===== src/hw/rtl/lbp_pkg.sv =====
// Shared types, constants and the code function of the 3x3 LBP operator.
// Depends on nothing; lbp_col_cell and lbp_image_operator import it.
`default_nettype none

package lbp_pkg;

  // Line buffer depth and the span of the 11-bit position counters
  localparam int MAX_WIDTH  = 2048;
  localparam int COUNT_SPAN = 2048;
  localparam int LINE_AW    = $clog2(MAX_WIDTH);

  // Widest usable row: the smaller of the buffer depth and the counter span
  localparam logic [11:0] WIDTH_CAP =
    12'((MAX_WIDTH < COUNT_SPAN) ? MAX_WIDTH : COUNT_SPAN);
  localparam logic [11:0] HEIGHT_CAP = 12'(COUNT_SPAN);

  // Configuration register indexes
  localparam logic CFG_FRAME_WIDTH  = 1'b0;
  localparam logic CFG_FRAME_HEIGHT = 1'b1;

  // Reset values of the configuration registers
  localparam logic [11:0] WIDTH_RESET  = 12'd640;
  localparam logic [11:0] HEIGHT_RESET = 12'd480;

  typedef logic [7:0] pixel_t;

  // One window column: top, middle and bottom pixel
  typedef struct packed {
    pixel_t top;
    pixel_t mid;
    pixel_t bot;
  } col_t;

  // LBP code of the centre of a 3x3 window given as three columns
  function automatic logic [7:0] lbp_code_of(col_t left, col_t centre, col_t right);
    logic [7:0] code;
    pixel_t     c;
    c       = centre.mid;
    code[7] = left.mid   >= c;
    code[6] = left.top   >= c;
    code[5] = centre.top >= c;
    code[4] = right.top  >= c;
    code[3] = right.mid  >= c;
    code[2] = right.bot  >= c;
    code[1] = centre.bot >= c;
    code[0] = left.bot   >= c;
    return code;
  endfunction

endpackage

`default_nettype wire


===== src/hw/rtl/lbp_col_cell.sv =====
// One column cell of the sliding 3x3 window; cells are chained right to left.
// Depends on lbp_pkg for the column type.
`default_nettype none

module lbp_col_cell
  import lbp_pkg::*;
(
  input  wire logic clk,
  input  wire logic rst,
  input  wire logic shift_en,
  input  wire col_t col_in,
  output col_t      col_out
);

  col_t col;

  // Take the neighbor's column on every window shift
  always_ff @(posedge clk) begin
    if (rst) begin
      col <= '0;
    end else if (shift_en) begin
      col <= col_in;
    end
  end

  assign col_out = col;

endmodule

`default_nettype wire


===== config.mk =====
export PLATFORM = sky130hd
export DESIGN_NAME = lbp_col_cell
export DESIGN_NICKNAME = d
export VERILOG_FILES = /design/src/hw/rtl/lbp_pkg.sv /design/src/hw/rtl/lbp_col_cell.sv
export SDC_FILE = /design/constraint.sdc
export NUM_CORES = 1
export LEC_CHECK = 0
export ABC_CLOCK_PERIOD_IN_PS = 800
export BUFFER_PORTS_ARGS = -buffer_cell sky130_fd_sc_hd__buf_2
export CAP_MARGIN = 20
export CORE_ASPECT_RATIO = 1.1
export CORE_MARGIN = 5
export CORE_UTILIZATION = 37
export DETAILED_ROUTE_END_ITERATION = 6
export GPL_TIMING_DRIVEN = 0
export HOLD_SLACK_MARGIN = 0.05
export PLACE_DENSITY_LB_ADDON = 0.12
export SETUP_SLACK_MARGIN = 0.4
export SKIP_CTS_REPAIR_TIMING = 1
export SLEW_MARGIN = 20
export SYNTH_ARGS = -nofsm -noshare
export SYNTH_HDL_FRONTEND = slang
export SYNTH_SLANG_ARGS = --single-unit

===== constraint.sdc =====
create_clock -name clk -period 0.8 [get_ports clk]
set_input_delay 0.08 -clock clk [delete_from_list [all_inputs] [get_ports clk]]
set_output_delay 0.08 -clock clk [all_outputs]
set_load 0.01 [all_outputs]

---- Word level (Yosys, flattened, before mapping) ----
Index checks and enable logic that the tools add are counted.
storage, ports and cells
  bits in registers ....................... 24
  logic and storage cells ................. 3

---- Depth between registers and ports, before layout ----
Gate-level depths: netlist of the first run.
  depth after elaboration ................. 0
  gate-level depth with buffers ........... 4

---- Worst setup path before layout of the first run ----
OpenSTA, ideal clock, no wires.
  path type ............................... input to register
  start point ............................. in shift_en
  end point ............................... reg col, in the netlist col_out[0]
  arrival ................................. 0.545 ns
  required time ........................... 0.672 ns
  setup slack ............................. 0.127 ns
  stages on the path ...................... 4
  path buffers ............................ 2
  path through ............................ buf_6 buf_12 mux2i_1 nor2_1
RTL lines
  item                  line                source
  start, declared       lbp_col_cell.sv:10  input wire logic shift_en,
  end signal, assigned  lbp_col_cell.sv:22  col <= col_in;
  end, declared         lbp_col_cell.sv:15  col_t col;

---- Worst setup path in the final report of the first run ----
  start point ............................. reg col, in the netlist col_out[15]
  end point ............................... out col_out[15] in the netlist's numbering
RTL lines
  item           line                source
  end, declared  lbp_col_cell.sv:12  output col_t col_out
No word-level cell between the ends.

==> run metrics, run 1 <==
sequential area share after synthesis 55.25%; Starting Density 38.61%; TritonRoute pass-1 iters 2; Crit Path Category reg -> out; share of cells above drive strength 1 61.83%; Site Rows 18; Required @ worst endpoint 0.72 ns; Die Y 60.85 um; DRC Markers 0; Reg clk slew, reported paths 0.13 ns; actual slew at the worst max-slew pin 0.4140 ns; slowest CP cell dfxtp_2; IO Count 51; Critical Path Max Stage Delay 0.35 ns; clock root buffer master clkbuf_4; Routed wire per std cell 11.78 um; FILL cells 192; P&R area growth vs syn 59.71%; run status finished, violations left; Rel. slew slack 72.40%; max_cap viols 0; clock tree buffer depth 2; Slew Viols, Final 0; RSZ-0062 raised after global routing yes; DR iter-0 viols 1; Top delay family on crit path flip-flops; HPWL after detailed placement 1399 um; vias in the first global route 693; Largest register FFs 24; Tcrit/Tclk final 106.5%; Worst setup EP type output port; Worst Path Buf+Inv 1; worst vdd ir 1.014 mV; met2 wire length 952 um; min-delay worst type in -> reg; Ys Warns 0; clock sinks 24; Clock Skew 0 ns; syn nets 104; worst skew pair latency 0.30 ns; # nets final 159; Port Buffer Count 49; Final Hold Fails 6; first-pass GRT wire length 2904 um; WL met3 208 um; Critical Path, Cell by Cell buf_6; TritonCTS clock tree done; Final Setup Violations 24; Fmax achieved 1173 MHz; Highest Signal Layer met4; min cycle time layout 0.8524 ns; Power per Cell Area 1718 nW/um^2; worst-path fanout max 2; core area 2252 sq um; syn_area_per_cell 11.29 sq um; die area 3421 sq um; Total Wirelength 1897 um; vias post-DR 712; crit path DAT 0.77 ns; hold_ws -0.01713 ns; gr usage total 11.05%; Lkg Pwr 0.6948 nW; failing checks negative hold slack, negative setup slack; pre-CTS setup slack -0.02335 ns; gr ovfl total 0; TritonCTS Buffers 3; GPL Wtd Cong 0.6735; Via density 4.422; synth unique cells 6; total power 2.387 mW; startpoint types register; Post-Syn Area 869.6 sq um; Final ANT Viol Nets 0; area occupied by multi-input gates 330.3 sq um; register area 510.5 sq um; antenna cells 0; Final Worst Setup Slack -0.05236 ns; register bit total from synthesis 24; DRT met1 WL 718 um; synthesized instance count 77; initial antenna violation count 0; largest net degree at the start of global routing 14; H-tree levels 1; Die X-Extent 56.23 um; most frequent cells in the layout 25 x buf_2, 25 x buf_6, 24 x mux2i_1, 24 x nor2_1, 24 x dfxtp_2
## final timing paths
kind / startpoint / to / slack [ns] / cells past startpoint
setup / recovery: col_out[15]$_SDFFE_PP0P_ / col_out[15] / -0.05 / 1
hold / removal: rst / col_out[7]$_SDFFE_PP0P_ / -0.02 / 2
setup reg to reg: col_out[0]$_SDFFE_PP0P_ / col_out[0]$_SDFFE_PP0P_ / 0.06 / 3
hold reg to reg: col_out[10]$_SDFFE_PP0P_ / col_out[10]$_SDFFE_PP0P_ / 0.51 / 2
## through the flow
stage	hold slack (ns)	util (%)	instances	TNS, ns	area, sq um
6_report	-0.01713	61.67	161	-0.9598	1389
5_1_grt	-0.02553	61.67	161	-2.234	1389
4_1_cts	-0.03249	53.39	160	-1.907	1202
3_5_place_dp	0.3157	51.78	156	-0.1669	1166
3_3_place_gp	0.3124	51.78	156	-0.09064	1166
2_1_floorplan	0.1450	-	77	0	883.3
## cells by family after synthesis
group | share of synthesized area [%]
AND/OR/NAND/NOR | 10.36
buffers and inverters | 6.763
multiplexers | 27.63
flip-flops | 55.25
## Yosys cell counts
master / number / area (sq um)
nor2_1: 24 / 90.09
dfxtp_1: 24 / 480.5
buf_12: 2 / 40.04
clkbuf_1: 2 / 7.510
buf_6: 1 / 11.26
mux2i_1: 24 / 240.2
## report_power, final
part	internal, mW	switching [mW]	leakage (nW)	total [mW]
logic	0.272	0.167	0.467	0.440
registers	1.28	0.0485	0.207	1.33
clock network	0.277	0.340	0.0210	0.618
total	1.83	0.556	0.695	2.39
## per-layer routing
metal  vias up  global-route usage, %
li1        359                      -
met1       319                  11.37
met2        32                  19.53
met3         2                  4.468
met4         0                  6.102
met5         -                      0
## cell type report
class                      count  share of cell area (%)
buffer                         5                   4.865
tap                           30                   2.703
timing repair buffer          50                   29.28
multi-input combinational     48                   23.78
clock buffer                   4                   2.613
sequential                    24                   36.76
(Power assumes the default switching activity.)
==> inputs of run 2 (changes only) <==
- CTS_BUF_LIST: not set -> sky130_fd_sc_hd__clkbuf_4 sky130_fd_sc_hd__clkbuf_8 sky130_fd_sc_hd__clkbuf_16
- TNS_END_PERCENT: not set -> 1
==> run 2 against run 1 <==
Effect of this change:
- global-route usage decreased by 0.36 points
- largest cell class unchanged
- largest power group unchanged
- maximum frequency increased by 0.21%
- sequential cell count unchanged
- sequential share of layout area decreased by 0.33 points
- count of clock-buffer cells in the layout decreased by 1
- power increased by 9.8%
- die area unchanged
- critical path type unchanged
- combinational power about the same
- the run still ends with negative hold slack, negative setup slack left
- final area increased by 0.90%
- register-to-register slack about the same
- non-clock buffer count unchanged
==> run metrics, run 2 (synthesis results as in run 1) <==
run status finished, violations left; failing checks negative hold slack, negative setup slack; clock tree buffer depth 2; GPL Wtd Cong 0.6490; sequential power share 50.8%; DR iter-0 viols 8; TritonCTS Buffers 3; Critical Path Max Stage Delay 0.35 ns; Site Rows 18; fin util 62.22%; Slew Viols, Final 0; Required @ worst endpoint 0.72 ns; IO Count 51; DRC Markers 0; HPWL after detailed placement 1461 um; TritonCTS clock tree done; Hold Path Stages 2; Sw Share 21.46%; worst vdd ir 1.316 mV; worst skew pair latency 0.30 ns; gr ovfl total 0; commonest non-fill, non-tap cell in the layout buf_2; Lkg Pwr 0.6999 nW; Total Wirelength 1948 um; Reg clk slew, reported paths 0.13 ns; Clock Skew 0 ns; Reg2Reg Depth 3; max_cap viols 0; Top delay family on crit path flip-flops; Final Hold Fails 4; H-tree levels 1; worst-path fanout max 2; Rel. slew slack 72.99%; startpoint types register; Die Y 60.85 um; share of cells above drive strength 1 61.83%; TNS Setup -1.033 ns; vias post-DR 722; Final Worst Setup Slack -0.05057 ns; Via density 4.484; hold wc startpoint rst; Final Setup Violations 24; most frequent cells in the layout 25 x buf_2, 24 x mux2i_1, 24 x nor2_1, 24 x dfxtp_2, 24 x buf_6; vias in the first global route 696; min-delay worst type in -> reg; internal reg-to-reg setup slack 0.06 ns; hold_ws -0.02234 ns; Crit Reg-Reg Startpoint col_out[6]$_SDFFE_PP0P_; pre-CTS setup slack -0.01905 ns; Routed wire per std cell 12.10 um; RSZ-0062 raised after global routing yes; actual slew at the worst max-slew pin 0.4052 ns; Starting Density 38.61%; Worst setup EP type output port; gr usage total 10.69%; Power Internal 2.058 mW; hold endpoint col_out[7]$_SDFFE_PP0P_; Die X-Extent 56.23 um; crit path DAT 0.77 ns; TritonRoute pass-1 iters 3; largest net degree at the start of global routing 15; logic gate share of total power 16.7%; # nets final 159; clock sinks 24; Critical R2R Capture col_out[6]$_SDFFE_PP0P_; clock group share of total power 32.5%; die area 3421 sq um; Fmax achieved 1176 MHz; antenna cells 0; clock root buffer master clkbuf_4; Critical Path, Cell by Cell buf_6; P&R area growth vs syn 61.15%; slowest CP cell dfxtp_2; min cycle time layout 0.8506 ns; FILL cells 202; Final ANT Viol Nets 0; Tcrit/Tclk final 106.3%; Power per Cell Area 1870 nW/um^2; core area 2252 sq um; initial antenna violation count 0; net switching power 0.5623 mW; Crit Path Category reg -> out; Port Buffer Count 49; Worst Path Buf+Inv 1; first-pass GRT wire length 2849 um; Largest register FFs 24
run 2: cell types whose count changed in the layout (fill, tap and decap cells not counted), sizes merged:
cell / change
clkbuf: -1
bufinv: +1
run 2: through the flow:
| step | area (sq um) | std cells | power [mW] |
|---|---|---|---|
| 5_1_grt | 1401 | 161 | 2.747 |
| 3_3_place_gp | 1161 | 156 | 1.675 |
| 3_5_place_dp | 1161 | 156 | 1.685 |
| 6_report | 1401 | 161 | 2.620 |
| 2_1_floorplan | 878.3 | 77 | 1.528 |
| 4_1_cts | 1214 | 160 | 2.547 |
run 2: layer usage:
layer,vias to the layer above,track usage [%],share of wire [%]
li1,359,-,-
met2,33,18.86,52
met4,0,6.102,0.72
met3,2,4.255,9.9
met1,328,11.00,38
met5,-,0,0
run 2: worst max path at each step:
stage / start / to / slack [ns] / cells after the start
finish: col_out[15]$_SDFFE_PP0P_ / col_out[15] / -0.05 / 1
detailed placement: rst / col_out[17]$_SDFFE_PP0P_ / -0.02 / 3
floorplan: shift_en / col_out[0]$_SDFFE_PP0P_ / 0.15 / 4
global route: col_out[15]$_SDFFE_PP0P_ / col_out[15] / -0.1 / 1
CTS: col_out[15]$_SDFFE_PP0P_ / col_out[15] / -0.11 / 1
global placement: rst / col_out[12]$_SDFFE_PP0P_ / -0.02 / 3
run 2: final cells by class:
type | instances | area (sq um) | share of cell area (%)
flip-flops and latches | 24 | 510.5 | 36.43
repair buffers | 50 | 402.9 | 28.75
multi-input cells | 48 | 330.3 | 23.57
plain buffers | 5 | 67.56 | 4.821
well taps | 30 | 37.54 | 2.679
clock inverters | 1 | 30.03 | 2.143
clock buffers | 3 | 22.52 | 1.607
run 2: power groups by stage:
stage               sequential (mW)  combinational [mW]  clock (mW)
floorplan                      1.36               0.168           0
global placement               1.32               0.354           0
detailed placement             1.32               0.361           0
CTS                            1.30               0.362       0.886
global route                   1.34               0.475       0.932
finish                         1.33               0.438       0.851
